===== config.mk =====
export PLATFORM = sky130hd
export DESIGN_NAME = cvsd_apb_regs
export DESIGN_NICKNAME = d
export VERILOG_FILES = /design/src/design/can_vehicle_speed_decoder_defines.svh /design/src/design/cvsd_pkg.sv /design/src/design/cvsd_apb_regs.sv
export SDC_FILE = /design/constraint.sdc
export NUM_CORES = 1
export LEC_CHECK = 0
export ABC_AREA = 1
export BUFFER_PORTS_ARGS = -buffer_cell sky130_fd_sc_hd__buf_2
export CAP_MARGIN = 20
export CORE_MARGIN = 5
export CORE_UTILIZATION = 37
export CTS_BUF_LIST = sky130_fd_sc_hd__clkbuf_8
export DETAILED_ROUTE_END_ITERATION = 16
export PLACE_DENSITY = 0.78
export SLEW_MARGIN = 25
export SYNTH_ARGS = -nofsm -noshare
export SYNTH_HDL_FRONTEND = slang
export SYNTH_SLANG_ARGS = --single-unit

===== constraint.sdc =====
create_clock -name aclk -period 0.82 [get_ports aclk]
set_input_delay 0.123 -clock aclk [delete_from_list [all_inputs] [get_ports aclk]]
set_output_delay 0.123 -clock aclk [all_outputs]
set_load 0.01 [all_outputs]

===== src/design/can_vehicle_speed_decoder_defines.svh =====
// Assertion macros for the CAN vehicle speed decoder.
`ifndef CAN_VEHICLE_SPEED_DECODER_DEFINES_SVH
`define CAN_VEHICLE_SPEED_DECODER_DEFINES_SVH
`ifndef SYNTHESIS
`define CVSD_ASSERT_IMP(label, ante, cons) \
    label: assert property (@(posedge aclk) disable iff (!aresetn) (ante) |-> (cons)) \
        else $error("cvsd: implication check failed");
`define CVSD_ASSERT_NXT(label, ante, cons) \
    label: assert property (@(posedge aclk) disable iff (!aresetn) (ante) |=> (cons)) \
        else $error("cvsd: next-cycle check failed");
`else
`define CVSD_ASSERT_IMP(label, ante, cons)
`define CVSD_ASSERT_NXT(label, ante, cons)
`endif
`endif


===== src/design/cvsd_pkg.sv =====
// Types, codes and constants shared by the CAN vehicle speed decoder.
package cvsd_pkg;

    localparam int SPEED_FRAC_BITS_DEF = 10;
    localparam int SPD_W   = 26;
    localparam int RAW_W   = 16;
    localparam int SCALE_W = 16;
    localparam int LANES   = 4;
    localparam int SHIFT_W = 34;   // gain product after the widest fraction shift
    localparam int ADDR_W  = 4;
    localparam int DATA_W  = 32;

    localparam logic [SCALE_W-1:0] SCALE_RESET = 16'd16384;

    localparam logic [10:0] ID_REAR_PAIR   = 11'h1F0;
    localparam logic [10:0] ID_SPEED_12    = 11'h1A0;
    localparam logic [10:0] ID_WHEEL_LE    = 11'h0CE;
    localparam logic [10:0] ID_SPEED_BE    = 11'h200;
    localparam logic [10:0] ID_WHEEL_BE    = 11'h4B0;

    localparam logic [RAW_W-1:0] WHEEL_OFFSET = 16'd10000;

    // x/10 and x/100 for any 32-bit x by reciprocal multiply
    localparam logic [31:0] RECIP_10   = 32'hCCCC_CCCD;
    localparam logic [31:0] RECIP_100  = 32'h51EB_851F;
    localparam int          SHIFT_10   = 35;
    localparam int          SHIFT_100  = 37;

    typedef enum logic [1:0] {
        REG_ENABLE       = 2'd0,
        REG_VEHICLE_TYPE = 2'd1,
        REG_WSS_MODE     = 2'd2,
        REG_SPEED_SCALE  = 2'd3
    } reg_idx_t;

    typedef enum logic [1:0] {
        VT_REAR_PAIR   = 2'd0,
        VT_DUAL_ID     = 2'd1,
        VT_BE_WORD     = 2'd2,
        VT_WHEEL_OFFS  = 2'd3
    } vt_t;

    typedef enum logic [1:0] {
        WSS_DIRECT = 2'd0,
        WSS_FRONT  = 2'd1,
        WSS_REAR   = 2'd2,
        WSS_ALL    = 2'd3
    } wss_t;

    typedef enum logic [1:0] {
        DEN_1   = 2'd0,
        DEN_10  = 2'd1,
        DEN_16  = 2'd2,
        DEN_100 = 2'd3
    } den_t;

    typedef struct packed {
        logic               enable;
        vt_t                vehicle_type;
        wss_t               wss_mode;
        logic [SCALE_W-1:0] speed_scale;
    } cfg_t;

    typedef struct packed {
        logic [RAW_W-1:0] mag;
        logic             neg;
    } lane_raw_t;

    typedef struct packed {
        logic speed_ok;
        logic wheels_ok;
    } frame_flags_t;

    typedef struct packed {
        logic s2;
        logic s3;
        logic s4;
    } stage_en_t;

endpackage


===== src/design/cvsd_apb_regs.sv =====
// APB configuration registers of the CAN vehicle speed decoder.
module cvsd_apb_regs (
    input  logic                       aclk,
    input  logic                       aresetn,
    input  logic                       psel,
    input  logic                       penable,
    input  logic                       pwrite,
    input  logic [cvsd_pkg::ADDR_W-1:0] paddr,
    input  logic [cvsd_pkg::DATA_W-1:0] pwdata,
    output logic [cvsd_pkg::DATA_W-1:0] prdata,
    output logic                       pready,
    output cvsd_pkg::cfg_t             cfg
);

    cvsd_pkg::cfg_t     cfg_reg;
    cvsd_pkg::reg_idx_t idx;

    assign idx    = cvsd_pkg::reg_idx_t'(paddr[3:2]);
    assign pready = 1'b1;
    assign cfg    = cfg_reg;

    always_ff @(posedge aclk) begin
        if (!aresetn) begin
            cfg_reg.enable       <= 1'b0;
            cfg_reg.vehicle_type <= cvsd_pkg::VT_REAR_PAIR;
            cfg_reg.wss_mode     <= cvsd_pkg::WSS_DIRECT;
            cfg_reg.speed_scale  <= cvsd_pkg::SCALE_RESET;
        end else if (psel && penable && pwrite) begin
            unique case (idx)
                cvsd_pkg::REG_ENABLE:       cfg_reg.enable <= pwdata[0];
                cvsd_pkg::REG_VEHICLE_TYPE: cfg_reg.vehicle_type <= cvsd_pkg::vt_t'(pwdata[1:0]);
                cvsd_pkg::REG_WSS_MODE:     cfg_reg.wss_mode <= cvsd_pkg::wss_t'(pwdata[1:0]);
                cvsd_pkg::REG_SPEED_SCALE:  cfg_reg.speed_scale <= pwdata[15:0];
            endcase
        end
    end

    always_comb begin
        prdata = '0;
        unique case (idx)
            cvsd_pkg::REG_ENABLE:       prdata[0]    = cfg_reg.enable;
            cvsd_pkg::REG_VEHICLE_TYPE: prdata[1:0]  = cfg_reg.vehicle_type;
            cvsd_pkg::REG_WSS_MODE:     prdata[1:0]  = cfg_reg.wss_mode;
            cvsd_pkg::REG_SPEED_SCALE:  prdata[15:0] = cfg_reg.speed_scale;
        endcase
    end

endmodule


==> results.tsv <==
metric	value	unit
simple-gate share of the synthesized area	42.1	%
hold slack	0.0764	ns
Clock Tree Buf Depth	2	
vias in the first global route	1158	
Pleak	1.12	nW
xor and xnor area share after synthesis	0	%
n_diodes	0	
main combinational cell family by area after synthesis	simple AND/OR/NAND/NOR gates	
Post-Place Setup Slack	-0.132	ns
Yosys cell types	17	
mux cell area share after synthesis	0	%
multi-input logic area	643	sq um
CTS Sinks	21	
Slew Viols, Final	0	
Worst R2R Setup Slack	0.02	ns
worst min-delay path class	in -> reg	
status	finished with violations	
fin crit share	125	%
register area share after synthesis	33.1	%
Final #Nets	328	
Max VDD drop	0.734	mV
Core ar.	3340	sq um
share of cells above drive strength 1	53.1	%
Synth Area in Adders	0	%
complex-gate fraction of the synthesized area	0.787	%
unrepaired setup endpoints after global routing	true	
Worst-path clk slew	0.07	ns
#FFs+latches synth	21	
DP Area	1650	sq um
Setup Skew	0	ns
Total Power	2.19	mW
initial antenna violation count	0	
Max-Cap Viols	0	
detailed-route via count	1390	
Residual DRC	0	
Arr. time, crit path	0.91	ns
first-pass GRT wire length	5290	um
detailed placement HPWL	2310	um
final WL	3620	um
number of flip-flops under the largest register name	21	
effective utilization at floorplan	38.1	%
crit path from	cfg[3]$_SDFFE_PN0P_	
crit path kind	reg -> out	
DR vias/cell	4.19	
H-tree depth	1	
gr usage total	15.0	%
pwr/cell area	1040	nW/um^2
Filler cells	316	
Final setup viols	37	
final instance area	2100	sq um
Routability Congestion	0.761	
Min Clock Period, post-route	1.03	ns
CP startpoint kind	flop	
row count	21	
utilization after layout	63.0	%
average wire per standard cell	10.9	um
latest clock arrival within the worst-skew pair	0.25	ns
placed insts	304	
failing checks	setup timing	
Final Hold Fails	0	
Required @ worst endpoint	0.70	ns
Die ar.	4710	sq um
Area Overhead vs Synth	65.5	%
die width	68.6	um
die height	68.6	um
Final Non-Filler Cells	332	
first-pass iteration count of the detailed router	4	
register area	457	sq um
final worst setup slack	-0.209	ns
fmax	972	MHz
root buffer cell	clkbuf_8	
Syn Inst Count	198	
syn_area_per_cell	6.42	sq um
CTS Buf Count	3	
CP Capture Point	prdata[3]	
Hold Crit Depth	3	
critical path peak fanout	3	
remaining global-route overflow	0	
RR Endpoint	cfg[20]$_SDFFE_PN0P_	
FF-to-FF Start	cfg[20]$_SDFFE_PN0P_	
setup TNS	-4.10	ns
CTS tree	yes	
Post-DRT Antenna Nets	0	
DR iter-0 viols	57	
worst-case reg-to-reg path depth	4	
Mapped Area	1270	sq um
Yosys warnings	0	
PortBufs	59	
largest net degree at the start of global routing	22	
crit path capture type	output pin	
Ports	95	
metal layers:
layer	track usage, %	part of all wire [%]	vias up
met1	18.7	40	625
met3	2.27	5.6	2
met2	25.6	54	40
li1	-	-	723
met4	5.71	0.83	0
met5	0	0	-
cell usage in the layout (no fill, tap or decap):
cell type / Yosys / final
clkbuf_8: 0 / 3
buf_12: 0 / 5
nand3_2: 0 / 1
buf_2: 2 / 41
dfxtp_2: 0 / 17
nor2_1: 41 / 35
nand2_4: 1 / 1
conb_1: 2 / 17
inv_1: 32 / 27
nor2_8: 1 / 1
nand3_1: 23 / 22
nor2_2: 18 / 22
nor2_4: 0 / 2
buf_6: 0 / 31
buf_4: 18 / 16
nand4_1: 1 / 1
a21oi_2: 0 / 1
dfxtp_4: 0 / 4
o21ai_0: 1 / 1
inv_2: 0 / 6
nand2_1: 31 / 31
inv_4: 1 / 1
synth_stat cells:
cell type	count	area (sq um)
buf_8	1	15.0
nor2_8	1	20.0
nand2_4	1	11.3
nand4_1	1	6.26
buf_4	18	135
nand2_1	31	116
buf_1	3	11.3
conb_1	2	7.51
inv_1	32	120
nor2_1	41	154
inv_4	1	6.26
buf_2	2	10.0
nor2_2	18	113
a21oi_1	1	5.00
dfxtp_1	21	420
nand3_1	23	115
o21ai_0	1	5.00
how the worst min path moves through the flow:
stage,from,endpoint,slack [ns]
global placement,pwdata[14],cfg[14]$_SDFFE_PN1P_,0.34
finish,pwdata[14],cfg[14]$_SDFFE_PN1P_,0.08
CTS,pwdata[14],cfg[14]$_SDFFE_PN1P_,0.07
detailed placement,pwdata[14],cfg[14]$_SDFFE_PN1P_,0.34
floorplan,aresetn,cfg[4]$_SDFFE_PN0P_,0.24
global route,pwdata[14],cfg[14]$_SDFFE_PN1P_,0.09
critical path, cell delays in order, from the launching register on:
cell	delay, ns
dfxtp_2	0.36
inv_1	0.05
nor2_1	0.09
buf_2	0.15
power breakdown:
group,switching (mW),internal [mW]
combinational,0.253,0.220
clock,0.323,0.333
sequential,0.0214,1.03
total,0.597,1.59
what timing repair did:
item | 4_1_cts | 5_1_grt
buffers inserted | 10 | 15
setup endpoints to repair | 37 | 39
hold buffers | 0 | 0
pin swaps | 14 | 9
gates resized for setup | 44 | 27
layout make-up:
type / count / share of cell area [%]
well taps: 46 / 2.74
multi-input cells: 135 / 30.6
inverters: 33 / 6.01
repair buffers: 93 / 36.8
clock buffers: 3 / 1.96
clock inverters: 1 / 0.178
flip-flops and latches: 21 / 21.7
logic make-up (layout without fill, tap and decap cells):
logic type	Yosys count	count (layout)
flip-flops	21	21
buffers and inverters	57	130
other	2	17
AO/OA/AOI/OAI	2	2
AND/OR/NAND/NOR	116	116
Note: power is estimated with default switching activity, not from simulation.
