[src/design/can_vehicle_speed_decoder_defines.svh]
// Assertion macros for the CAN vehicle speed decoder.
`ifndef CAN_VEHICLE_SPEED_DECODER_DEFINES_SVH
`define CAN_VEHICLE_SPEED_DECODER_DEFINES_SVH
`ifndef SYNTHESIS
`define CVSD_ASSERT_IMP(label, ante, cons) \
    label: assert property (@(posedge aclk) disable iff (!aresetn) (ante) |-> (cons)) \
        else $error("cvsd: implication check failed");
`define CVSD_ASSERT_NXT(label, ante, cons) \
    label: assert property (@(posedge aclk) disable iff (!aresetn) (ante) |=> (cons)) \
        else $error("cvsd: next-cycle check failed");
`else
`define CVSD_ASSERT_IMP(label, ante, cons)
`define CVSD_ASSERT_NXT(label, ante, cons)
`endif
`endif

[src/design/cvsd_pkg.sv]
// Types, codes and constants shared by the CAN vehicle speed decoder.
package cvsd_pkg;

    localparam int SPEED_FRAC_BITS_DEF = 10;
    localparam int SPD_W   = 26;
    localparam int RAW_W   = 16;
    localparam int SCALE_W = 16;
    localparam int LANES   = 4;
    localparam int SHIFT_W = 34;   // gain product after the widest fraction shift
    localparam int ADDR_W  = 4;
    localparam int DATA_W  = 32;

    localparam logic [SCALE_W-1:0] SCALE_RESET = 16'd16384;

    localparam logic [10:0] ID_REAR_PAIR   = 11'h1F0;
    localparam logic [10:0] ID_SPEED_12    = 11'h1A0;
    localparam logic [10:0] ID_WHEEL_LE    = 11'h0CE;
    localparam logic [10:0] ID_SPEED_BE    = 11'h200;
    localparam logic [10:0] ID_WHEEL_BE    = 11'h4B0;

    localparam logic [RAW_W-1:0] WHEEL_OFFSET = 16'd10000;

    // x/10 and x/100 for any 32-bit x by reciprocal multiply
    localparam logic [31:0] RECIP_10   = 32'hCCCC_CCCD;
    localparam logic [31:0] RECIP_100  = 32'h51EB_851F;
    localparam int          SHIFT_10   = 35;
    localparam int          SHIFT_100  = 37;

    typedef enum logic [1:0] {
        REG_ENABLE       = 2'd0,
        REG_VEHICLE_TYPE = 2'd1,
        REG_WSS_MODE     = 2'd2,
        REG_SPEED_SCALE  = 2'd3
    } reg_idx_t;

    typedef enum logic [1:0] {
        VT_REAR_PAIR   = 2'd0,
        VT_DUAL_ID     = 2'd1,
        VT_BE_WORD     = 2'd2,
        VT_WHEEL_OFFS  = 2'd3
    } vt_t;

    typedef enum logic [1:0] {
        WSS_DIRECT = 2'd0,
        WSS_FRONT  = 2'd1,
        WSS_REAR   = 2'd2,
        WSS_ALL    = 2'd3
    } wss_t;

    typedef enum logic [1:0] {
        DEN_1   = 2'd0,
        DEN_10  = 2'd1,
        DEN_16  = 2'd2,
        DEN_100 = 2'd3
    } den_t;

    typedef struct packed {
        logic               enable;
        vt_t                vehicle_type;
        wss_t               wss_mode;
        logic [SCALE_W-1:0] speed_scale;
    } cfg_t;

    typedef struct packed {
        logic [RAW_W-1:0] mag;
        logic             neg;
    } lane_raw_t;

    typedef struct packed {
        logic speed_ok;
        logic wheels_ok;
    } frame_flags_t;

    typedef struct packed {
        logic s2;
        logic s3;
        logic s4;
    } stage_en_t;

endpackage

[src/design/cvsd_lane_scale.sv]
// One speed lane: gain multiply, fraction shift, divide by constant, saturate.
module cvsd_lane_scale #(
    parameter int FRAC_BITS = cvsd_pkg::SPEED_FRAC_BITS_DEF
) (
    input  logic                               aclk,
    input  cvsd_pkg::stage_en_t                en,
    input  logic [cvsd_pkg::SCALE_W-1:0]       scale,
    input  cvsd_pkg::lane_raw_t                raw_in,
    input  cvsd_pkg::den_t                     den_in,
    output logic signed [cvsd_pkg::SPD_W-1:0]  speed_out
);

    // raw * gain * 2^F / 2^14: at most one of these is non-zero
    localparam int LSH = (FRAC_BITS >= 14) ? FRAC_BITS - 14 : 0;
    localparam int RSH = (FRAC_BITS < 14) ? 14 - FRAC_BITS : 0;
    localparam logic [31:0] SPD_LIM = 32'(1) << (cvsd_pkg::SPD_W - 1);

    logic [31:0]          prod_reg;
    logic                 neg2_reg;
    cvsd_pkg::den_t       den2_reg;

    logic [cvsd_pkg::SHIFT_W-1:0] shifted;
    logic [31:0]          mag32;
    logic [31:0]          recip;
    logic [63:0]          rprod_reg;
    logic [31:0]          mag3_reg;
    logic                 neg3_reg;
    cvsd_pkg::den_t       den3_reg;

    logic [31:0]          quot;
    logic [cvsd_pkg::SPD_W-1:0] spd_next;
    logic [cvsd_pkg::SPD_W-1:0] spd_reg;

    always_ff @(posedge aclk) begin
        if (en.s2) begin
            prod_reg <= 32'(raw_in.mag) * 32'(scale);
            neg2_reg <= raw_in.neg;
            den2_reg <= den_in;
        end
    end

    // Beyond 32 bits every divisor still saturates, so clamp before dividing
    assign shifted = (cvsd_pkg::SHIFT_W'(prod_reg) << LSH) >> RSH;
    assign mag32   = (|shifted[cvsd_pkg::SHIFT_W-1:32]) ? '1 : shifted[31:0];
    assign recip   = (den2_reg == cvsd_pkg::DEN_100) ? cvsd_pkg::RECIP_100
                                                     : cvsd_pkg::RECIP_10;

    always_ff @(posedge aclk) begin
        if (en.s3) begin
            rprod_reg <= 64'(mag32) * 64'(recip);
            mag3_reg  <= mag32;
            neg3_reg  <= neg2_reg;
            den3_reg  <= den2_reg;
        end
    end

    always_comb begin
        unique case (den3_reg)
            cvsd_pkg::DEN_1:   quot = mag3_reg;
            cvsd_pkg::DEN_16:  quot = mag3_reg >> 4;
            cvsd_pkg::DEN_10:  quot = 32'(rprod_reg >> cvsd_pkg::SHIFT_10);
            cvsd_pkg::DEN_100: quot = 32'(rprod_reg >> cvsd_pkg::SHIFT_100);
        endcase
        // magnitude division truncates toward zero; sign goes back on after
        if (neg3_reg) begin
            spd_next = (quot >= SPD_LIM) ? cvsd_pkg::SPD_W'(SPD_LIM)
                                         : cvsd_pkg::SPD_W'(-quot);
        end else begin
            spd_next = (quot >= SPD_LIM) ? cvsd_pkg::SPD_W'(SPD_LIM - 32'd1)
                                         : cvsd_pkg::SPD_W'(quot);
        end
    end

    always_ff @(posedge aclk) begin
        if (en.s4) begin
            spd_reg <= spd_next;
        end
    end

    assign speed_out = signed'(spd_reg);

endmodule

[config.mk]
export PLATFORM = sky130hd
export DESIGN_NAME = cvsd_lane_scale
export DESIGN_NICKNAME = d
export VERILOG_FILES = /design/src/design/can_vehicle_speed_decoder_defines.svh /design/src/design/cvsd_pkg.sv /design/src/design/cvsd_lane_scale.sv
export SDC_FILE = /design/constraint.sdc
export NUM_CORES = 2
export LEC_CHECK = 0
export BUFFER_PORTS_ARGS = -buffer_cell sky130_fd_sc_hd__buf_2
export CAP_MARGIN = 5
export CORE_ASPECT_RATIO = 0.7
export CORE_MARGIN = 1.5
export CORE_UTILIZATION = 50
export DETAILED_ROUTE_END_ITERATION = 6
export HOLD_SLACK_MARGIN = 0.1
export PLACE_DENSITY = 0.68
export SYNTH_ARGS = -nofsm -noshare
export SYNTH_HDL_FRONTEND = slang
export SYNTH_SLANG_ARGS = --single-unit
[constraint.sdc]
create_clock -name aclk -period 7 [get_ports aclk]
set_input_delay 0.7 -clock aclk [delete_from_list [all_inputs] [get_ports aclk]]
set_output_delay 0.7 -clock aclk [all_outputs]
set_load 0.1 [all_outputs]
==> reports/qor.yml <==
outcome:
  status: "finished, violations left"
  violations: "design-rule violations, negative setup slack"
sta:
  fin_crit_sh_pct: 108.4
  setup_viol: 24
  max_slew_margin_pct: 47.02
  min_period_ps: 7587
  fin_skew_ps: 13.94
  worst_slack_ps: -587.1
  hold_viol: 0
  slew_violations: 0
  worst_pin_slew_ps: 794.6
  rsz0062_at_grt: "yes"
  timing.fmax_mhz: 131.8
global_route:
  grt_util_met1_pct: 41.57
  grt_pass1_vias: 23590
  grtUsageTotal_pct: 27.82
  gr-total-overflow: 0
  grt_pass1_wl_um: 134000
  use_met3_pct: 7.953
  antenna_found_initial: 0
  met2_usage_pct: 40.78
  grt.busiest_layer: "met1"
  grt_max_degree: 57
synth:
  synth.area.mux_share_pct: 1.959
  yosys.area_share.simple_pct: 7.939
  yosysSeqAreaShare_pct: 10.73
  synth_compound_area_share_pct: 4.650
  ys_seq_elements: 113
  synth_top_family_by_area: "adder cells"
  synthAdderAreaFrac_pct: 59.95
  avgSynthCellArea_um2: 9.949
  synthCells: 3178
  yosys_warnings: 0
  synth-main-ff-cell: "edfxtp_1"
  async_flop_share_pct: 0
  synth_enable_flop_cells: 113
  ys_types: 57
  synth-xor-area-share_pct: 1.718
  netlist_area_mm2: 0.03162
hold_path:
  min_path_cells: 1
  hold_class: "in -> reg"
cells_and_area:
  multi_input_area_mm2: 0.02463
  final_cell_mix: "inv_1, fa_1, ha_1"
  drive_gt1_share_pct: 17.06
  fill_cells: 5235
  final_common_cell: "inv_1"
  antenna_cells: 0
  nNetsFinal: 4758
  seqCellArea_mm2: 0.003393
  area_growth_pct: 16.53
routing:
  via_count: 22630
  wl_per_cell_um: 19.30
  drcViolationCount: 8
  viasPerCell: 5.089
  drt_wl_total_um: 85840
  firstDrtPassIters: 7
  antenna_left: 0
  drtIter0Drc: 1765
cts:
  root_buffer: "clkbuf_16"
  numCtsBuffers: 17
  clkTransAtPathRegs_ps: 70
  clock-sinks: 113
  clk_latency_ps: 430
  ctsLongestPathBuffers: 2
  tritoncts: "yes"
  htreeDepth: 4
critical_path:
  endpoint: "rprod_reg[59]"
  cpMostUsedCell: "fa_1"
  rr_worst_depth: 29
  start_kind: "register"
  crit_path_end_kind: "register"
  cp_slowest_cell: "fa_1"
  path_max_fanout: 5
  crit-reg2reg-launch: "den2_reg[0]"
  worstSetupPathType: "reg -> reg"
  timing.rr.end: "rprod_reg[59]"
  crit_start: "den2_reg[0]"
  r2r_slack_ps: -590
  cp.required_ps: 7170
  critical_path_arrival_ps: 7760
  crit_path_max_incr_delay_ps: 540
floorplanning:
  coreArea_mm2: 0.06200
  die_area_mm2: 0.06478
  num_rows: 76
  die_h_um: 213.4
  floorplan.initialDensity_pct: 50.99
  die_w_um: 303.6
  io_pins: 65
placed_design:
  dp_hpwl_um: 76600
  gp_congestion: 1.049
  io_buffer_count: 64
  place_ws_ps: -880.9
job:
  cap_violations: 0
-- area by class of cell --
| cell class | instances | share of cell area (%) |
|---|---|---|
| multi-input cells | 1987 | 66.86 |
| clock inverters | 14 | 0.3600 |
| well taps | 819 | 2.781 |
| flip-flops and latches | 113 | 9.210 |
| clock buffers | 18 | 1.165 |
| inverters | 1036 | 10.58 |
| repair buffers | 460 | 9.044 |
-- cells in the mapped netlist (10+ instances only) --
cell type | instances | share of area (%)
clkbuf_1 | 51 | 0.61
nor3_1 | 15 | 0.24
a21oi_1 | 68 | 1.1
mux4_2 | 20 | 1.4
nand2b_1 | 12 | 0.24
edfxtp_1 | 113 | 11
nand3_1 | 15 | 0.24
a21o_1 | 30 | 0.71
nand2_1 | 249 | 3.0
nor2_1 | 78 | 0.93
a31oi_1 | 15 | 0.30
xor2_1 | 23 | 0.64
a211oi_1 | 10 | 0.24
ha_1 | 419 | 17
o21ai_0 | 67 | 1.1
inv_1 | 1035 | 12
and2_1 | 107 | 2.1
or3_1 | 10 | 0.20
xnor2_1 | 39 | 1.1
nand4_1 | 13 | 0.26
fa_1 | 685 | 43
-- metal layers --
layer / wire (um) / part of all wire (%)
met1: 39160 / 46
met5: 0 / 0
met4: 1541 / 1.8
met3: 8683 / 10
met2: 36460 / 42
-- worst min-delay path by stage --
stage,to,from
2_1_floorplan,neg3_reg,neg2_reg
3_3_place_gp,neg3_reg,neg2_reg
3_5_place_dp,neg3_reg,neg2_reg
4_1_cts,neg2_reg,raw_in[0]
5_1_grt,neg2_reg,raw_in[0]
6_report,neg2_reg,raw_in[0]
-- critical path: cells and delay by family (launching register included) --
kind,cells,cell delay [ps]
AOI/OAI and AO/OA,4,980
adders and majority gates,8,3830
buffers and inverters,9,650
and+or+nand+nor,8,1380
DFF,1,470
-- cells by family after synthesis --
family / after synthesis
muxes: 32
buffers and inverters: 1095
xor gates and xnor gates: 62
AOI/OAI and AO/OA: 239
adders and majority gates: 1104
other: 2
DFF: 113
and+or+nand+nor: 531
-- per-stage QoR --
stage	utilization [%]	TNS, ps	area, um2	hold slack [ps]	cells
2_1_floorplan	-	0	31760	400.3	3194
3_3_place_gp	57.58	-12730	35700	460.9	4396
3_5_place_dp	57.58	-14510	35700	458.1	4396
4_1_cts	59.02	-8488	36590	426.9	4443
5_1_grt	59.42	-13940	36840	424.4	4447
6_report	59.42	-9631	36840	443.3	4447
-- what timing repair did --
| action | CTS | global route |
|---|---|---|
| pin swaps | 33 | 36 |
| setup endpoints to repair | 25 | 25 |
| resized for setup | 55 | 56 |
| setup buffers | 14 | 4 |
| cloned | 1 | 0 |
| hold buffers | 0 | 0 |
Power is not shown: default switching activity piles up to over one toggle a cycle in this logic, so the estimate is an artifact.
