<file path="src/design/can_vehicle_speed_decoder_defines.svh">
// Assertion macros for the CAN vehicle speed decoder.
`ifndef CAN_VEHICLE_SPEED_DECODER_DEFINES_SVH
`define CAN_VEHICLE_SPEED_DECODER_DEFINES_SVH
`ifndef SYNTHESIS
`define CVSD_ASSERT_IMP(label, ante, cons) \
    label: assert property (@(posedge aclk) disable iff (!aresetn) (ante) |-> (cons)) \
        else $error("cvsd: implication check failed");
`define CVSD_ASSERT_NXT(label, ante, cons) \
    label: assert property (@(posedge aclk) disable iff (!aresetn) (ante) |=> (cons)) \
        else $error("cvsd: next-cycle check failed");
`else
`define CVSD_ASSERT_IMP(label, ante, cons)
`define CVSD_ASSERT_NXT(label, ante, cons)
`endif
`endif

</file>
<file path="src/design/cvsd_pkg.sv">
// Types, codes and constants shared by the CAN vehicle speed decoder.
package cvsd_pkg;

    localparam int SPEED_FRAC_BITS_DEF = 10;
    localparam int SPD_W   = 26;
    localparam int RAW_W   = 16;
    localparam int SCALE_W = 16;
    localparam int LANES   = 4;
    localparam int SHIFT_W = 34;   // gain product after the widest fraction shift
    localparam int ADDR_W  = 4;
    localparam int DATA_W  = 32;

    localparam logic [SCALE_W-1:0] SCALE_RESET = 16'd16384;

    localparam logic [10:0] ID_REAR_PAIR   = 11'h1F0;
    localparam logic [10:0] ID_SPEED_12    = 11'h1A0;
    localparam logic [10:0] ID_WHEEL_LE    = 11'h0CE;
    localparam logic [10:0] ID_SPEED_BE    = 11'h200;
    localparam logic [10:0] ID_WHEEL_BE    = 11'h4B0;

    localparam logic [RAW_W-1:0] WHEEL_OFFSET = 16'd10000;

    // x/10 and x/100 for any 32-bit x by reciprocal multiply
    localparam logic [31:0] RECIP_10   = 32'hCCCC_CCCD;
    localparam logic [31:0] RECIP_100  = 32'h51EB_851F;
    localparam int          SHIFT_10   = 35;
    localparam int          SHIFT_100  = 37;

    typedef enum logic [1:0] {
        REG_ENABLE       = 2'd0,
        REG_VEHICLE_TYPE = 2'd1,
        REG_WSS_MODE     = 2'd2,
        REG_SPEED_SCALE  = 2'd3
    } reg_idx_t;

    typedef enum logic [1:0] {
        VT_REAR_PAIR   = 2'd0,
        VT_DUAL_ID     = 2'd1,
        VT_BE_WORD     = 2'd2,
        VT_WHEEL_OFFS  = 2'd3
    } vt_t;

    typedef enum logic [1:0] {
        WSS_DIRECT = 2'd0,
        WSS_FRONT  = 2'd1,
        WSS_REAR   = 2'd2,
        WSS_ALL    = 2'd3
    } wss_t;

    typedef enum logic [1:0] {
        DEN_1   = 2'd0,
        DEN_10  = 2'd1,
        DEN_16  = 2'd2,
        DEN_100 = 2'd3
    } den_t;

    typedef struct packed {
        logic               enable;
        vt_t                vehicle_type;
        wss_t               wss_mode;
        logic [SCALE_W-1:0] speed_scale;
    } cfg_t;

    typedef struct packed {
        logic [RAW_W-1:0] mag;
        logic             neg;
    } lane_raw_t;

    typedef struct packed {
        logic speed_ok;
        logic wheels_ok;
    } frame_flags_t;

    typedef struct packed {
        logic s2;
        logic s3;
        logic s4;
    } stage_en_t;

endpackage

</file>
<file path="src/design/cvsd_out_stage.sv">
// Result register: wheel averages, vehicle speed select and field gating.
module cvsd_out_stage (
    input  logic                               aclk,
    input  logic                               load,
    input  cvsd_pkg::frame_flags_t             flags,
    input  cvsd_pkg::wss_t                     wss_mode,
    input  logic signed [cvsd_pkg::SPD_W-1:0]  lane_speed [cvsd_pkg::LANES],
    output logic                               speed_valid,
    output logic signed [cvsd_pkg::SPD_W-1:0]  vehicle_speed,
    output logic                               wheels_valid,
    output logic signed [cvsd_pkg::SPD_W-1:0]  wheel_speed [cvsd_pkg::LANES]
);

    logic signed [cvsd_pkg::SPD_W:0]   front_sum;
    logic signed [cvsd_pkg::SPD_W:0]   rear_sum;
    logic signed [cvsd_pkg::SPD_W:0]   all_sum;
    logic signed [cvsd_pkg::SPD_W-1:0] front_avg;
    logic signed [cvsd_pkg::SPD_W-1:0] rear_avg;
    logic signed [cvsd_pkg::SPD_W-1:0] all_avg;
    logic signed [cvsd_pkg::SPD_W-1:0] speed_next;

    logic                              speed_valid_reg;
    logic signed [cvsd_pkg::SPD_W-1:0] speed_reg;
    logic                              wheels_valid_reg;
    logic signed [cvsd_pkg::SPD_W-1:0] wheel_reg [cvsd_pkg::LANES];

    // averages floor: arithmetic shift of the widened sum
    assign front_sum = (cvsd_pkg::SPD_W+1)'(lane_speed[0]) + (cvsd_pkg::SPD_W+1)'(lane_speed[1]);
    assign rear_sum  = (cvsd_pkg::SPD_W+1)'(lane_speed[2]) + (cvsd_pkg::SPD_W+1)'(lane_speed[3]);
    assign front_avg = cvsd_pkg::SPD_W'(front_sum >>> 1);
    assign rear_avg  = cvsd_pkg::SPD_W'(rear_sum >>> 1);
    assign all_sum   = (cvsd_pkg::SPD_W+1)'(front_avg) + (cvsd_pkg::SPD_W+1)'(rear_avg);
    assign all_avg   = cvsd_pkg::SPD_W'(all_sum >>> 1);

    always_comb begin
        unique case (wss_mode)
            cvsd_pkg::WSS_DIRECT: speed_next = lane_speed[0];
            cvsd_pkg::WSS_FRONT:  speed_next = front_avg;
            cvsd_pkg::WSS_REAR:   speed_next = rear_avg;
            cvsd_pkg::WSS_ALL:    speed_next = all_avg;
        endcase
        if (!flags.speed_ok) begin
            speed_next = '0;
        end
    end

    always_ff @(posedge aclk) begin
        if (load) begin
            speed_valid_reg  <= flags.speed_ok;
            speed_reg        <= speed_next;
            wheels_valid_reg <= flags.wheels_ok;
            for (int i = 0; i < cvsd_pkg::LANES; i++) begin
                wheel_reg[i] <= flags.wheels_ok ? lane_speed[i] : '0;
            end
        end
    end

    assign speed_valid   = speed_valid_reg;
    assign vehicle_speed = speed_reg;
    assign wheels_valid  = wheels_valid_reg;
    assign wheel_speed   = wheel_reg;

endmodule

</file>
<file path="config.mk">
export PLATFORM = sky130hd
export DESIGN_NAME = cvsd_out_stage
export DESIGN_NICKNAME = d
export VERILOG_FILES = /design/src/design/can_vehicle_speed_decoder_defines.svh /design/src/design/cvsd_pkg.sv /design/src/design/cvsd_out_stage.sv
export SDC_FILE = /design/constraint.sdc
export NUM_CORES = 1
export LEC_CHECK = 0
export BUFFER_PORTS_ARGS = -buffer_cell sky130_fd_sc_hd__buf_4
export CAP_MARGIN = 30
export CORE_ASPECT_RATIO = 0.6
export CORE_UTILIZATION = 51
export CTS_CLUSTER_DIAMETER = 120
export DETAILED_ROUTE_END_ITERATION = 10
export PLACE_DENSITY = 0.77
export SLEW_MARGIN = 20
export SYNTH_ARGS = -nofsm -noshare
export SYNTH_HDL_FRONTEND = slang
export SYNTH_SLANG_ARGS = --single-unit
</file>
<file path="constraint.sdc">
create_clock -name aclk -period 6.4 [get_ports aclk]
set_clock_uncertainty 0.1 [all_clocks]
set_input_delay 1.28 -clock aclk [delete_from_list [all_inputs] [get_ports aclk]]
set_output_delay 1.28 -clock aclk [all_outputs]
set_load 0.02 [all_outputs]
</file>
==> impl_metrics.toml, run 1 <==
[place]
numPortBuffers = 241
dp_hpwl_mm = 19.5
place.gp.congestion = 0.933

[logic_synthesis]
async_flop_share_pct = 0
yosys_warnings = 0
synth_top_area_cell = "edfxtp_1"
syn_area_per_cell_um2 = 10.8
ys_seq_area_share_pct = 42.0
netlist_top_cells_count = "edfxtp_1 (132), and2_1 (131), ha_1 (75)"
synthFlopType = "edfxtp_1"
ys_seq_elements = 132
yosys.cell_types.count = 80
synth_edf_count = 132
synth.top_cell.area_share_pct = 42.0
synth_area_um2 = 9440
ys_top_cells_by_area = "edfxtp_1 (42%), ha_1 (9.9%), and2_1 (8.7%)"
syn-num-nets = 1063
synth.most_common_cell = "edfxtp_1"
synth_cells = 875

[setup_path]
worstSetupPathType = "primary input to flop"
crit_buf_inv = 1
critPathSlowestCell = "mux4_2"
path_delay_family = "compound AO/OA/AOI/OAI gates"
endpoint = "vehicle_speed[18]$_SDFFCE_PN0P_"
critPathArrivalTime_ns = 5.43
path_depth = 18
critPathRequiredTime_ns = 6.48
crit_chain = "buf_4 -> ha_1 -> nand4_1 -> a21oi_1 -> nor3_2 -> o211ai_1 -> a41oi_2 -> xnor2_1 -> ha_1 -> a21o_1 -> a21o_1 -> a21o_1 -> nor3b_1 -> a21oi_1 -> nor2_1 -> nor2_1 -> mux4_2 -> and2_1"
cp_slowest_stage_delay_ns = 0.47
crit_top_cell = "a21o_1"
crit_path_start_kind = "primary input"
worstSetupStartpoint = "lane_speed[5]"
crit_path_end_kind = "flop"
cp_max_fo = 8

[clock_tree]
clkSinkCount = 132
post_cts.repair.setup_buffers = 0
cts.clk_slew.worst_paths_ns = 0.06
cts_buffers = 17
clockBufferDepth = 2
cts_tree = "yes"
htree_levels = 4
postCtsResizedCells = 0
cts_hold_buf = 0
cts-root-buf = "clkbuf_16"

[route]
drtPass1Iterations = 5
avgRoutedWirePerCell_um = 18.5
ant_nets = 0
vias_per_cell = 5.66
drtIter0Drc = 677
wl_met2_mm = 9.88
wl_met1_mm = 12.6
drcViolationCount = 0
highest_layer = "met4"
met3_length_mm = 2.52
routed_wl_mm = 25.1
route.vias.total = 7677

[sta]
relSlewSlack_pct = 36.3
fin_crit_sh_pct = 83.7
finalCriticalPeriod_ns = 5.36
setup_viol = 0
fin_setup_tns_ns = 0
rsz0062_at_grt = "false"
hold_viol_final = 0
max_slew.worst_pin.slew_ns = 0.955
max_freq_ghz = 0.187
drv_slew = 0

[global_route]
antenna_found_initial = 0
grt_max_degree = 106
grt_pass1_wl_mm = 39.3
gr-usage-all-layers_pct = 27.2
grt-ovfl-total = 0
grt_pass1_vias = 7333

[floorplanning]
core_um2 = 18100
die_y_um = 107
initial_core_util_pct = 52.1
dieWidth_um = 178
fp.dieArea_um2 = 19100
num_rows = 38
top_level_ports = 242

[layout]
drive_gt1_share_pct = 28.0
fillers = 1382
fin_nets = 1294
synthToLayoutAreaGrowth_pct = 26.7
largest_register_ffs = 104
n_antenna_cell = 0
fin_util_pct = 66.1

[run]
cap_violations = 0

[power_and_ir_drop]
max-vdd-ir-drop_mv = 0.183
p_leak_nw = 5.01
power.total_mw = 3.37
p_per_area_nw_per_um2 = 282

[min_path]
min_path_type = "primary input to flop"
min_path_cells = 1

[status]
outcome = "finished, final reports clean"
==> cell families after synthesis <==
| family | Yosys count | share of synthesized area, % |
|---|---|---|
| buf+inv | 59 | 2.41 |
| flops | 132 | 42.0 |
| simple gates | 283 | 17.2 |
| xor+xnor | 63 | 5.92 |
| fa+ha+maj | 78 | 10.6 |
| mux | 23 | 4.59 |
| compound gates | 237 | 17.3 |
==> layout make-up <==
cell class              instances  area (um2)  share of cell area [%]
flip-flops and latches        132        3960                    33.1
multi-input cells             684        5250                    43.9
inverters                      27         101                   0.847
clock buffers                  17         425                    3.56
clock inverters                12        93.8                   0.784
repair buffers                244        1830                    15.3
well taps                     240         300                    2.51
==> power by group <==
group / internal (mW) / switching, mW / leakage [nW] / total, mW
Clock: 0.520 / 0.365 / 0.251 / 0.885
Sequential: 1.05 / 0.0249 / 1.27 / 1.08
Combinational: 0.615 / 0.795 / 3.49 / 1.41
==> per-stage QoR <==
stage               worst slack, ns  cells  instance area [um2]  hold slack [ns]
floorplan                      1.24    875                 9440             1.28
global placement              0.736   1327                11400             1.41
detailed placement            0.703   1327                11400             1.41
CTS                            1.13   1356                12000            0.974
global route                  0.703   1356                12000            0.974
finish                         1.04   1356                12000            0.988
==> worst min-delay path by stage <==
stage	from	endpoint	slack (ns)
finish	load	wheel_speed[8]$_SDFFCE_PN0P_	0.99
global route	load	wheel_speed[8]$_SDFFCE_PN0P_	0.97
CTS	load	wheel_speed[8]$_SDFFCE_PN0P_	0.97
detailed placement	load	wheel_speed[8]$_SDFFCE_PN0P_	1.41
global placement	load	wheel_speed[8]$_SDFFCE_PN0P_	1.41
floorplan	flags[1]	speed_valid$_DFFE_PP_	1.28
==> placed cells by master, fill, tap and decap left out, types with 3 or more instances in the layout <==
master / instances
nand2b_1: 11
mux4_2: 16
o21bai_1: 8
fa_1: 3
a21oi_1: 73
nand2_1: 36
clkinv_1: 3
o21ai_0: 29
a21o_1: 29
a211oi_1: 11
o211ai_1: 13
nand4_1: 14
and2_1: 131
inv_1: 26
buf_4: 244
nor2_1: 28
o21a_1: 8
edfxtp_1: 132
clkbuf_16: 17
a31oi_1: 7
nor3_1: 11
clkinv_2: 5
o21ai_1: 5
o22ai_1: 3
o31ai_1: 5
a211o_1: 3
a21boi_0: 5
clkinvlp_4: 3
nand3_1: 15
ha_1: 75
and3_1: 7
mux2i_1: 5
nor2b_1: 8
and3b_1: 3
xnor2_1: 42
xor2_1: 20
o31a_1: 3
==> routing by layer <==
metal	global-route usage (%)	vias to the layer above
met5	0	-
met4	4.52	0
met3	8.51	9
met2	37.1	340
met1	41.8	3573
li1	-	3755
No activity file was read; power rests on OpenSTA's default activity.
==> run 2, diff against run 1 <==
==> constraint.sdc (replaced) <==
create_clock -name aclk -period 5.5 [get_ports aclk]
set_clock_uncertainty 0.1 [all_clocks]
set_input_delay 1.1 -clock aclk [delete_from_list [all_inputs] [get_ports aclk]]
set_output_delay 1.1 -clock aclk [all_outputs]
set_load 0.02 [all_outputs]
==> impl_metrics.toml, run 2 (synthesized netlist as in run 1, its figures left out) <==
[power_and_ir_drop]
p_leak_nw = 5.08
power.total_mw = 4.04
max-vdd-ir-drop_mv = 0.186
p_per_area_nw_per_um2 = 334

[sta]
hold_viol_final = 0
relSlewSlack_pct = 43.7
drv_slew = 0
fin_crit_sh_pct = 92.5
postLayoutSetupSlackWorst_ns = 0.412
max_freq_ghz = 0.197
rsz0062_at_grt = "false"
setup_viol = 0
finalCriticalPeriod_ns = 5.09
fin_setup_tns_ns = 0
holdWs_ns = 0.873
max_slew.worst_pin.slew_ns = 0.845

[setup_path]
crit_path_start_kind = "primary input"
critPathRequiredTime_ns = 5.57
cp_max_fo = 8
crit_path_end_kind = "flop"
worstSetupPathType = "primary input to flop"
critPathArrivalTime_ns = 5.15

[layout]
regArea_um2 = 3960
largest_register_ffs = 104
n_antenna_cell = 0
synthToLayoutAreaGrowth_pct = 28.1
fin_nets = 1306
final_common_cell = "buf_4"
drive_gt1_share_pct = 29.0
fillers = 1426
multiInputGateArea_um2 = 5250
final_cell_mix = "buf_4 (256), edfxtp_1 (132), and2_1 (131), ha_1 (75), a21oi_1 (73)"

[clock_tree]
htree_levels = 4
cts.clk_slew.worst_paths_ns = 0.06
cts-root-buf = "clkbuf_16"
clkSinkCount = 132
cts_buffers = 17
cts_hold_buf = 0
postCtsResizedCells = 0
clockBufferDepth = 2
post_cts.repair.setup_buffers = 0
cts_tree = "yes"

[global_route]
grt_max_degree = 106
grt_pass1_wl_mm = 40.4
grt_pass1_vias = 7457
antenna_found_initial = 0
gr-usage-all-layers_pct = 28.0
grt-ovfl-total = 0

[route]
routed_wl_mm = 26.2
route.vias.total = 7985
ant_nets = 0
avgRoutedWirePerCell_um = 19.1
drtPass1Iterations = 5
drcViolationCount = 0
drtIter0Drc = 667
vias_per_cell = 5.82

[floorplanning]
top_level_ports = 242
num_rows = 38
die_y_um = 107
dieWidth_um = 178
initial_core_util_pct = 52.1
core_um2 = 18100
fp.dieArea_um2 = 19100

[status]
outcome = "finished, final reports clean"

[min_path]
min_path_type = "primary input to flop"
hold_end = "wheel_speed[56]$_SDFFCE_PN0P_"
hp-start = "lane_speed[56]"
min_path_cells = 2

[place]
preCtsSetupSlack_ns = 0.0846
place.gp.congestion = 0.934
numPortBuffers = 241
dp_hpwl_mm = 20.3

[run]
cap_violations = 0
## run 2: layout make-up
class	count	share of cell area (%)
clock inverters	13	1.03
inverters	27	0.838
well taps	240	2.48
multi-input cells	684	43.4
flip-flops and latches	132	32.8
clock buffers	19	3.58
repair buffers	256	15.9
## run 2: stage by stage
stage               instance area [um2]  instances  util [%]
finish                            12100       1371      66.8
global route                      12100       1371      66.8
CTS                               12100       1371      66.8
detailed placement                11500       1339      63.7
global placement                  11500       1339      63.7
floorplan                          9440        875         -
## run 2: layer usage
layer / vias to the layer above / GRT usage (%) / wire, um
li1: 3784 / - / -
met1: 3784 / 42.9 / 12700
met2: 403 / 38.6 / 10500
met3: 14 / 8.55 / 2800
met4: 0 / 4.64 / 144
met5: - / 0 / 0
## run 2: critical path: stages
cell       delay [ns]
buf_4            0.13
ha_1             0.42
nand4_1          0.16
a21oi_1          0.21
nor2_1           0.13
buf_4            0.16
and2_1           0.13
o31ai_1          0.32
a21boi_1         0.14
xnor2_1          0.26
ha_1             0.31
nand3_1          0.10
a21boi_0         0.39
nor2_1           0.07
o21ai_0          0.13
o2111ai_1        0.19
a211oi_2         0.33
nor4_1           0.10
o32ai_2          0.28
nor3_2           0.07
## run 2: power by group
| group | internal [mW] | switching, mW |
|---|---|---|
| logic | 0.743 | 0.950 |
| clock network | 0.628 | 0.469 |
| registers | 1.22 | 0.0282 |
| total | 2.59 | 1.45 |
## run 2: worst max path at each step
stage | slack [ns] | start | end
after global routing | 0.16 | lane_speed[0] | vehicle_speed[24]$_SDFFCE_PN0P_
after global placement | 0.16 | lane_speed[84] | vehicle_speed[23]$_SDFFCE_PN0P_
after CTS | 0.53 | lane_speed[0] | vehicle_speed[24]$_SDFFCE_PN0P_
after detailed placement | 0.08 | lane_speed[0] | vehicle_speed[24]$_SDFFCE_PN0P_
final | 0.41 | lane_speed[84] | vehicle_speed[23]$_SDFFCE_PN0P_
after floorplan | 0.52 | lane_speed[0] | vehicle_speed[16]$_SDFFCE_PN0P_
