[config.mk]
export PLATFORM = sky130hd
export DESIGN_NAME = cvsd_frame_decode
export DESIGN_NICKNAME = d
export VERILOG_FILES = /design/src/design/can_vehicle_speed_decoder_defines.svh /design/src/design/cvsd_pkg.sv /design/src/design/cvsd_frame_decode.sv
export SDC_FILE = /design/constraint.sdc
export NUM_CORES = 1
export LEC_CHECK = 0
export ABC_AREA = 1
export BUFFER_PORTS_ARGS = -buffer_cell sky130_fd_sc_hd__buf_4
export CAP_MARGIN = 5
export CORE_UTILIZATION = 52
export DETAILED_ROUTE_END_ITERATION = 8
export PLACE_DENSITY = 0.82
export SKIP_LAST_GASP = 1
export SLEW_MARGIN = 40
export SYNTH_ARGS = -nofsm -noshare
export SYNTH_HDL_FRONTEND = slang
export SYNTH_SLANG_ARGS = --single-unit
[constraint.sdc]
create_clock -name vclk -period 1.6
set_input_delay 0.16 -clock vclk [all_inputs]
set_output_delay 0.16 -clock vclk [all_outputs]
set_load 0.01 [all_outputs]
[src/design/can_vehicle_speed_decoder_defines.svh]
// Assertion macros for the CAN vehicle speed decoder.
`ifndef CAN_VEHICLE_SPEED_DECODER_DEFINES_SVH
`define CAN_VEHICLE_SPEED_DECODER_DEFINES_SVH
`ifndef SYNTHESIS
`define CVSD_ASSERT_IMP(label, ante, cons) \
    label: assert property (@(posedge aclk) disable iff (!aresetn) (ante) |-> (cons)) \
        else $error("cvsd: implication check failed");
`define CVSD_ASSERT_NXT(label, ante, cons) \
    label: assert property (@(posedge aclk) disable iff (!aresetn) (ante) |=> (cons)) \
        else $error("cvsd: next-cycle check failed");
`else
`define CVSD_ASSERT_IMP(label, ante, cons)
`define CVSD_ASSERT_NXT(label, ante, cons)
`endif
`endif

[src/design/cvsd_pkg.sv]
// Types, codes and constants shared by the CAN vehicle speed decoder.
package cvsd_pkg;

    localparam int SPEED_FRAC_BITS_DEF = 10;
    localparam int SPD_W   = 26;
    localparam int RAW_W   = 16;
    localparam int SCALE_W = 16;
    localparam int LANES   = 4;
    localparam int SHIFT_W = 34;   // gain product after the widest fraction shift
    localparam int ADDR_W  = 4;
    localparam int DATA_W  = 32;

    localparam logic [SCALE_W-1:0] SCALE_RESET = 16'd16384;

    localparam logic [10:0] ID_REAR_PAIR   = 11'h1F0;
    localparam logic [10:0] ID_SPEED_12    = 11'h1A0;
    localparam logic [10:0] ID_WHEEL_LE    = 11'h0CE;
    localparam logic [10:0] ID_SPEED_BE    = 11'h200;
    localparam logic [10:0] ID_WHEEL_BE    = 11'h4B0;

    localparam logic [RAW_W-1:0] WHEEL_OFFSET = 16'd10000;

    // x/10 and x/100 for any 32-bit x by reciprocal multiply
    localparam logic [31:0] RECIP_10   = 32'hCCCC_CCCD;
    localparam logic [31:0] RECIP_100  = 32'h51EB_851F;
    localparam int          SHIFT_10   = 35;
    localparam int          SHIFT_100  = 37;

    typedef enum logic [1:0] {
        REG_ENABLE       = 2'd0,
        REG_VEHICLE_TYPE = 2'd1,
        REG_WSS_MODE     = 2'd2,
        REG_SPEED_SCALE  = 2'd3
    } reg_idx_t;

    typedef enum logic [1:0] {
        VT_REAR_PAIR   = 2'd0,
        VT_DUAL_ID     = 2'd1,
        VT_BE_WORD     = 2'd2,
        VT_WHEEL_OFFS  = 2'd3
    } vt_t;

    typedef enum logic [1:0] {
        WSS_DIRECT = 2'd0,
        WSS_FRONT  = 2'd1,
        WSS_REAR   = 2'd2,
        WSS_ALL    = 2'd3
    } wss_t;

    typedef enum logic [1:0] {
        DEN_1   = 2'd0,
        DEN_10  = 2'd1,
        DEN_16  = 2'd2,
        DEN_100 = 2'd3
    } den_t;

    typedef struct packed {
        logic               enable;
        vt_t                vehicle_type;
        wss_t               wss_mode;
        logic [SCALE_W-1:0] speed_scale;
    } cfg_t;

    typedef struct packed {
        logic [RAW_W-1:0] mag;
        logic             neg;
    } lane_raw_t;

    typedef struct packed {
        logic speed_ok;
        logic wheels_ok;
    } frame_flags_t;

    typedef struct packed {
        logic s2;
        logic s3;
        logic s4;
    } stage_en_t;

endpackage

[src/design/cvsd_frame_decode.sv]
// Frame layout decode: picks raw speed words and their sign per lane, and one divisor per frame.
module cvsd_frame_decode (
    input  cvsd_pkg::cfg_t           cfg,
    input  logic [10:0]              can_id,
    input  logic [7:0][7:0]          payload,
    output cvsd_pkg::lane_raw_t      raw [cvsd_pkg::LANES],
    output cvsd_pkg::den_t           den,
    output cvsd_pkg::frame_flags_t   flags
);

    always_comb begin
        logic        direct_ok;
        logic        wheels_ok;
        logic [12:0] pair_sum;
        logic [15:0] word;

        direct_ok = 1'b0;
        wheels_ok = 1'b0;
        den       = cvsd_pkg::DEN_1;
        pair_sum  = '0;
        word      = '0;
        for (int i = 0; i < cvsd_pkg::LANES; i++) begin
            raw[i] = '0;
        end

        if (cfg.enable) begin
            unique case (cfg.vehicle_type)
                cvsd_pkg::VT_REAR_PAIR: begin
                    if (can_id == cvsd_pkg::ID_REAR_PAIR) begin
                        pair_sum = 13'({payload[5][3:0], payload[4]})
                                 + 13'({payload[7][3:0], payload[6]});
                        raw[0].mag = 16'(pair_sum >> 5);
                        direct_ok  = 1'b1;
                    end
                end
                cvsd_pkg::VT_DUAL_ID: begin
                    if (can_id == cvsd_pkg::ID_SPEED_12) begin
                        raw[0].mag = 16'({payload[1][3:0], payload[0]});
                        den        = cvsd_pkg::DEN_10;
                        direct_ok  = 1'b1;
                    end else if (can_id == cvsd_pkg::ID_WHEEL_LE) begin
                        for (int i = 0; i < cvsd_pkg::LANES; i++) begin
                            word       = {payload[2*i+1], payload[2*i]};
                            raw[i].neg = word[15];
                            raw[i].mag = word[15] ? 16'(-word) : word;
                        end
                        den       = cvsd_pkg::DEN_16;
                        wheels_ok = 1'b1;
                    end
                end
                cvsd_pkg::VT_BE_WORD: begin
                    if (can_id == cvsd_pkg::ID_SPEED_BE) begin
                        raw[0].mag = {payload[2], payload[3]};
                        den        = cvsd_pkg::DEN_16;
                        direct_ok  = 1'b1;
                    end
                end
                cvsd_pkg::VT_WHEEL_OFFS: begin
                    if (can_id == cvsd_pkg::ID_WHEEL_BE) begin
                        for (int i = 0; i < cvsd_pkg::LANES; i++) begin
                            word       = {payload[2*i], payload[2*i+1]};
                            raw[i].neg = word < cvsd_pkg::WHEEL_OFFSET;
                            raw[i].mag = (word < cvsd_pkg::WHEEL_OFFSET)
                                       ? cvsd_pkg::WHEEL_OFFSET - word
                                       : word - cvsd_pkg::WHEEL_OFFSET;
                        end
                        den       = cvsd_pkg::DEN_100;
                        wheels_ok = 1'b1;
                    end
                end
            endcase
        end

        flags.wheels_ok = wheels_ok;
        flags.speed_ok  = (direct_ok && (cfg.wss_mode == cvsd_pkg::WSS_DIRECT))
                       || (wheels_ok && (cfg.wss_mode != cvsd_pkg::WSS_DIRECT));
    end

endmodule

==> flow_summary.json, run 1 <==
{
  "initial_core_util_pct": 54.26,
  "ctsResizeCount": 476,
  "placed_area_um2": 10260,
  "muxShareOfSynthArea_pct": 0,
  "synthAdderAreaFrac_pct": 7.335,
  "status": "aborted with a tool error",
  "die_w_um": 115.1,
  "postCtsHoldBufs": 0,
  "routabilityCongestion": 1.027,
  "syn_nets": 1474,
  "synthXorXnorAreaFrac_pct": 0.9216,
  "fp.dieH_um": 115.1,
  "stop_error": "[ERROR DPL-0038] Utilization greater than 100%, impossible to legalize",
  "post_cts.repair.setup_buffers": 52,
  "synth_top_family_by_area": "simple AND/OR/NAND/NOR gates",
  "row_count": 40,
  "synth.yosys.seq_area_share_pct": 0,
  "synth.avg_cell_area_um2": 4.968,
  "netlist_area_um2": 6653,
  "yosys_warnings": 0,
  "io_pins": 168,
  "io_buffer_count": 152,
  "yosys.area_share.simple_pct": 61.11,
  "hpwl_mm": 24.00,
  "synth-compound-area-share_pct": 15.84,
  "synth_cell_types": 46,
  "lastStage": "clock tree synthesis",
  "syn_inst": 1339
}
-- cells by family after synthesis --
| group | Yosys count |
|---|---|
| and+or+nand+nor | 890 |
| buffers and inverters | 212 |
| AOI/OAI and AO/OA | 191 |
| adders and majority gates | 39 |
| xor gates and xnor gates | 7 |
-- Yosys cell counts (2+ instances only) --
library cell | count | area share (%)
nand2_1 | 419 | 24
nand3_1 | 250 | 19
inv_1 | 135 | 7.6
nor2_1 | 111 | 6.3
a21oi_1 | 91 | 6.8
o21ai_0 | 56 | 4.2
ha_1 | 39 | 7.3
nand4_1 | 30 | 2.8
inv_2 | 21 | 1.2
nand2_2 | 15 | 1.4
buf_4 | 14 | 1.6
buf_6 | 14 | 2.4
o211ai_1 | 14 | 1.6
buf_2 | 12 | 0.90
nor3_1 | 12 | 0.90
nor2_4 | 11 | 1.9
nor2_2 | 10 | 0.94
o21ai_1 | 9 | 0.68
clkbuf_1 | 8 | 0.45
nand3b_1 | 7 | 0.79
xor2_1 | 7 | 0.92
nand2_4 | 6 | 1.0
nor3_2 | 6 | 0.90
o21ai_2 | 6 | 0.79
o22ai_1 | 4 | 0.38
or2_2 | 4 | 0.38
buf_1 | 3 | 0.17
nand3_2 | 3 | 0.45
a21o_1 | 2 | 0.23
a31oi_1 | 2 | 0.19
nor4_1 | 2 | 0.19
o21bai_1 | 2 | 0.23
-- stage by stage --
step | util, % | worst slack (ns) | instances
detailed placement | 83.69 | -0.3091 | 1932
global placement | 83.69 | -0.3429 | 1932
floorplan | - | -0.02076 | 1339
==> run 2: changes to the inputs <==
--- a/config.mk
+++ b/config.mk
@@ -8,9 +8,9 @@
 export ABC_AREA = 1
 export BUFFER_PORTS_ARGS = -buffer_cell sky130_fd_sc_hd__buf_4
 export CAP_MARGIN = 5
-export CORE_UTILIZATION = 52
+export CORE_UTILIZATION = 40
 export DETAILED_ROUTE_END_ITERATION = 8
-export PLACE_DENSITY = 0.82
+export PLACE_DENSITY_LB_ADDON = 0.15
 export SKIP_LAST_GASP = 1
 export SLEW_MARGIN = 40
 export SYNTH_ARGS = -nofsm -noshare
==> constraint.sdc (replaced) <==
create_clock -name vclk -period 2.1
set_input_delay 0.21 -clock vclk [all_inputs]
set_output_delay 0.21 -clock vclk [all_outputs]
set_load 0.01 [all_outputs]
==> run 2 against run 1 <==
Net effect:
- the run now ends clean
- area after synthesis did not move
- synthesized cell count unchanged
==> flow_summary.json, run 2 <==
{
  "final_common_cell": "nand2_1",
  "synth.yosys.seq_area_share_pct": 0,
  "netlist_top_cells_area": "nand2_1 24%, nand3_1 19%, inv_1 7.6%",
  "synthAdderAreaFrac_pct": 7.335,
  "power_density_nw_per_um2": 153.9,
  "drive_above_1_share_pct": 23.89,
  "power.internal_w": 0.0004947,
  "placed_area_um2": 8453,
  "synth_top_family_by_area": "simple AND/OR/NAND/NOR gates",
  "hold_viol_final": 0,
  "via_per_inst": 5.603,
  "rsz0062_at_grt": "true",
  "first_pass_iters": 5,
  "n_clock_buffer": 0,
  "syn_nets": 1474,
  "drc": 0,
  "synth_cell_types": 46,
  "globalRoute.totalOverflow": 0,
  "whs_endpoint": "raw[35]",
  "initial_core_util_pct": 41.43,
  "seq_cells": 0,
  "postCtsHoldBufs": 0,
  "switching_share_pct": 62.72,
  "synthXorXnorAreaFrac_pct": 0.9216,
  "synthTopCellsByCount": "419 x nand2_1, 250 x nand3_1, 135 x inv_1",
  "synth_most_common_cell": "nand2_1",
  "antennaDiodeCount": 0,
  "yosysTopAreaCell": "nand2_1",
  "hp-class": "in -> out",
  "fp.dieH_um": 131.0,
  "fin_area_um2": 8626,
  "final_max_slew_viol_count": 0,
  "drt_iter0_markers": 1213,
  "hpwl_mm": 21.51,
  "synth_top_area_share_pct": 23.64,
  "grt_pass1_wl_mm": 41.72,
  "core_area_um2": 16060,
  "ant_nets": 0,
  "setup_violations": 0,
  "wl_mm": 27.29,
  "seqPwrFrac_pct": 0,
  "synth.avg_cell_area_um2": 4.968,
  "syn_inst": 1339,
  "worstPathMaxFanout": 8,
  "final_cell_mix": "413 x nand2_1, 247 x nand3_1, 242 x buf_4",
  "hold_slack_ns": 0.8146,
  "cp-end-kind": "output pin",
  "syn2layout_area_growth_pct": 29.66,
  "yosys_warnings": 0,
  "track_usage_pct": 30.19,
  "die_w_um": 131.0,
  "routabilityCongestion": 0.9704,
  "clkPwrFrac_pct": 0,
  "antenna_found_initial": 0,
  "whs_path_depth": 4,
  "vias": 9816,
  "synth-compound-area-share_pct": 15.84,
  "io_buffer_count": 152,
  "leakage_nw": 4.318,
  "grt_pass1_vias": 8290,
  "finalCriticalPeriod_ns": 2.029,
  "grt_start_max_net_pins": 37,
  "min_from": "payload[24]",
  "relSlewSlack_pct": 66.91,
  "netlist_area_um2": 6653,
  "irDropWorstVdd_uv": 93.24,
  "setup.worst_path.start_class": "primary input",
  "combinationalPowerShare_pct": 100.0,
  "crit_required_ns": 1.89,
  "finalCritPeriodShare_pct": 96.61,
  "p_switching_w": 0.0008325,
  "io_pins": 168,
  "final_nets": 1673,
  "crit_arrival_ns": 1.82,
  "die-area_um2": 17150,
  "worstSetupPathType": "in -> out",
  "yosys.area_share.simple_pct": 61.11,
  "fmax_ghz": 0.4929,
  "muxShareOfSynthArea_pct": 0,
  "row_count": 46,
  "cap_violations": 0,
  "area.sequential_um2": 0,
  "routedWlPerCell_um": 15.57,
  "worst_pin_slew_ns": 0.4946,
  "status": "complete, no violations"
}
-- run 2: cell counts after synthesis --
No cell type changed its count.
-- run 2: how the worst max path moves through the flow --
stage | to | start | depth (start not counted) | slack, ns
floorplan | raw[46] | payload[28] | 13 | 0.27
detailed placement | raw[55] | can_id[3] | 13 | 0.05
global route | raw[63] | payload[13] | 12 | -0.06
CTS | flags[1] | can_id[4] | 9 | 0.04
global placement | raw[59] | payload[13] | 15 | 0.04
finish | raw[65] | payload[13] | 14 | 0.07
-- run 2: logic make-up after synthesis --
logic type / after synthesis
xor gates and xnor gates: 7
adders and majority gates: 39
AOI/OAI and AO/OA: 191
and+or+nand+nor: 890
buffers and inverters: 212
-- run 2: layer usage --
| layer | GRT usage [%] | wire [µm] | vias up |
|---|---|---|---|
| met5 | 0 | 0 | - |
| met2 | 51.63 | 12650 | 526 |
| met1 | 41.74 | 11900 | 4428 |
| li1 | - | - | 4816 |
| met4 | 6.829 | 606 | 0 |
| met3 | 1.140 | 2128 | 46 |
-- run 2: area by class of cell --
cell class / count / area, µm²
multi-input cells: 1127 / 5776
repair buffers: 250 / 1977
well taps: 216 / 270.3
fillers: 1775 / 7432
inverters: 159 / 603.1
-- run 2: worst max-delay path, stage by stage --
cell     delay [ns]
buf_4          0.13
inv_1          0.07
ha_2           0.19
nand2_2        0.08
nand2_2        0.08
nor2_2         0.05
nor2_4         0.24
buf_4          0.17
buf_4          0.10
nand2_1        0.06
nand3_1        0.07
nand3_1        0.08
a21oi_1        0.14
buf_4          0.14
-- run 2: repair_timing --
action	4_1_cts	5_1_grt
setup buffers	0	7
resized for setup	0	39
endpoints found under the setup margin	0	41
-- run 2: through the flow --
stage	setup TNS [ns]	setup slack [ns]	instances	utilization (%)	total power, W
6_report	0	0.07109	1752	53.72	0.001327
5_1_grt	-0.2695	-0.06180	1752	53.72	0.001455
4_1_cts	0	0.03780	1745	52.64	0.001263
3_5_place_dp	0	0.04870	1745	52.64	0.001258
3_3_place_gp	0	0.03981	1745	52.64	0.001248
2_1_floorplan	0	0.2660	1339	-	0.0007791
-- run 2: power by group through the flow --
stage	Combinational [W]	Clock, W	Sequential, W
after global routing	0.00145	0	0
final	0.00133	0	0
after CTS	0.00126	0	0
after floorplan	0.000779	0	0
after detailed placement	0.00126	0	0
after global placement	0.00125	0	0
No activity file was read; power rests on OpenSTA's default activity.
==> run 3: changes to the inputs <==
--- a/config.mk
+++ b/config.mk
@@ -11,6 +11,7 @@
 export CORE_UTILIZATION = 40
 export DETAILED_ROUTE_END_ITERATION = 8
 export PLACE_DENSITY_LB_ADDON = 0.15
+export SETUP_SLACK_MARGIN = 0.2
 export SKIP_LAST_GASP = 1
 export SLEW_MARGIN = 40
 export SYNTH_ARGS = -nofsm -noshare
==> run 3 against run 2 <==
Net effect:
- cell area up 19%
- worst hold slack gained 0.0035 ns
- sequential share of layout area is the same
- power increased by 22%
==> flow_summary.json, run 3 (synthesis results as in run 2) <==
{
  "placed_area_um2": 8453,
  "combinationalPowerShare_pct": 100.0,
  "io_buffer_count": 152,
  "cp_top_family": "simple AND/OR/NAND/NOR gates",
  "hold_viol_final": 0,
  "n_clock_buffer": 0,
  "drt_iter0_markers": 1182,
  "routabilityCongestion": 0.9704,
  "drc": 0,
  "worst_pin_slew_ns": 0.5822,
  "vias": 10380,
  "postCtsHoldBufs": 0,
  "worstPathMaxFanout": 3,
  "grt_use_met3_pct": 1.669,
  "grtUsageMet2_pct": 53.84,
  "grt_pass1_vias": 8545,
  "cp_cell_sequence": "buf_4 -> inv_1 -> ha_4 -> nand3_4 -> inv_2 -> nand4_1 -> nand2_1 -> nand3_1 -> nand3_2 -> nand2_2 -> nor2_2 -> nor2_1 -> buf_4",
  "fp.dieH_um": 131.0,
  "seq_cells": 0,
  "globalRoute.totalOverflow": 0,
  "hpwl_mm": 21.51,
  "finalCriticalPeriod_ns": 1.918,
  "final_max_slew_viol_count": 0,
  "initial_core_util_pct": 41.43,
  "fin_setup_tns_ns": 0,
  "hp-class": "in -> out",
  "rsz0062_at_grt": "true",
  "cp_slowest_cell": "ha_4",
  "final_cell_mix": "382 x nand2_1, 254 x buf_4, 208 x nand3_1",
  "die-area_um2": 17150,
  "power_density_nw_per_um2": 157.7,
  "status": "complete, no violations",
  "cap_violations": 0,
  "switching_share_pct": 60.03,
  "io_pins": 168,
  "seqPwrFrac_pct": 0,
  "finalCritPeriodShare_pct": 91.33,
  "fmax_ghz": 0.5214,
  "worstSetupPathType": "in -> out",
  "first_pass_iters": 6,
  "crit_arrival_ns": 1.71,
  "power.internal_w": 0.0006475,
  "cpMostUsedCell": "buf_4",
  "antennaDiodeCount": 0,
  "grt_use_met1_pct": 41.40,
  "wl_mm": 29.80,
  "clkPwrFrac_pct": 0,
  "routedWlPerCell_um": 16.55,
  "grt_pass1_wl_mm": 42.95,
  "max_stage_delay_ns": 0.16,
  "area.sequential_um2": 0,
  "drive_above_1_share_pct": 38.04,
  "cp-end-kind": "output pin",
  "antenna_found_initial": 0,
  "path_buf_inv": 4,
  "grt-busiest-layer": "met2",
  "fin_area_um2": 10270,
  "hold_slack_ns": 0.8181,
  "setup_violations": 0,
  "row_count": 46,
  "via_per_inst": 5.766,
  "die_w_um": 131.0,
  "core_area_um2": 16060,
  "irDropWorstVdd_uv": 119.2,
  "leakage_nw": 4.776,
  "syn2layout_area_growth_pct": 54.41,
  "p_switching_w": 0.0009724,
  "grt_start_max_net_pins": 37,
  "final_common_cell": "nand2_1",
  "final_util_pct": 63.97,
  "setup.worst_path.start_class": "primary input",
  "crit_required_ns": 1.89,
  "ant_nets": 0,
  "final_nets": 1722,
  "relSlewSlack_pct": 61.05,
  "track_usage_pct": 30.99
}
-- run 3: cell types whose count changed in the layout (fill, tap and decap cells not counted), moves of 22 or more --
cell	delta
nand3_1	-39
nand2_1	-31
a21oi_2	+23
inv_1	-36
a21oi_1	-23
nand3_2	+35
ha_1	-22
-- run 3: timing repair --
action	in CTS	in global routing
gates resized for setup	81	273
pin swaps	13	92
cloned	0	4
endpoints found under the setup margin	63	65
setup buffers	11	41
-- run 3: area by class of cell --
cell class | instances | area (µm²)
multi-input combinational | 1128 | 6749
fill | 1536 | 5786
timing repair buffer | 297 | 2569
inverter | 159 | 679.4
tap | 216 | 270.3
timing repair inverter | 1 | 5.005
-- run 3: final timing paths --
check / from / to / slack (ns) / depth (start not counted)
hold / removal: payload[24] / raw[35] / 0.82 / 4
setup / recovery: payload[8] / raw[66] / 0.18 / 13
-- run 3: tightest hold or removal path: stages --
cell     delay [ns]
buf_4          0.14
nand2_1        0.06
a21oi_1        0.06
buf_4          0.14
-- run 3: per-layer routing --
layer / wire length (µm) / up-vias / share of wire (%)
li1: - / 4941 / -
met1: 11930 / 4683 / 40
met2: 14100 / 652 / 47
met3: 2760 / 108 / 9.3
met4: 1016 / 0 / 3.4
met5: 0 / - / 0
-- run 3: through the flow --
| step | setup slack [ns] | total power, W | std cells |
|---|---|---|---|
| finish | 0.1820 | 0.001620 | 1801 |
| global route | 0.1019 | 0.001752 | 1801 |
| CTS | 0.1527 | 0.001341 | 1756 |
| detailed placement | 0.04870 | 0.001258 | 1745 |
| global placement | 0.03981 | 0.001248 | 1745 |
| floorplan | 0.2660 | 0.0007791 | 1339 |
-- run 3: power by group through the flow --
stage          Combinational [W]  Clock, W  Sequential, W
2_1_floorplan           0.000779         0              0
5_1_grt                  0.00175         0              0
6_report                 0.00162         0              0
3_5_place_dp             0.00126         0              0
3_3_place_gp             0.00125         0              0
4_1_cts                  0.00134         0              0
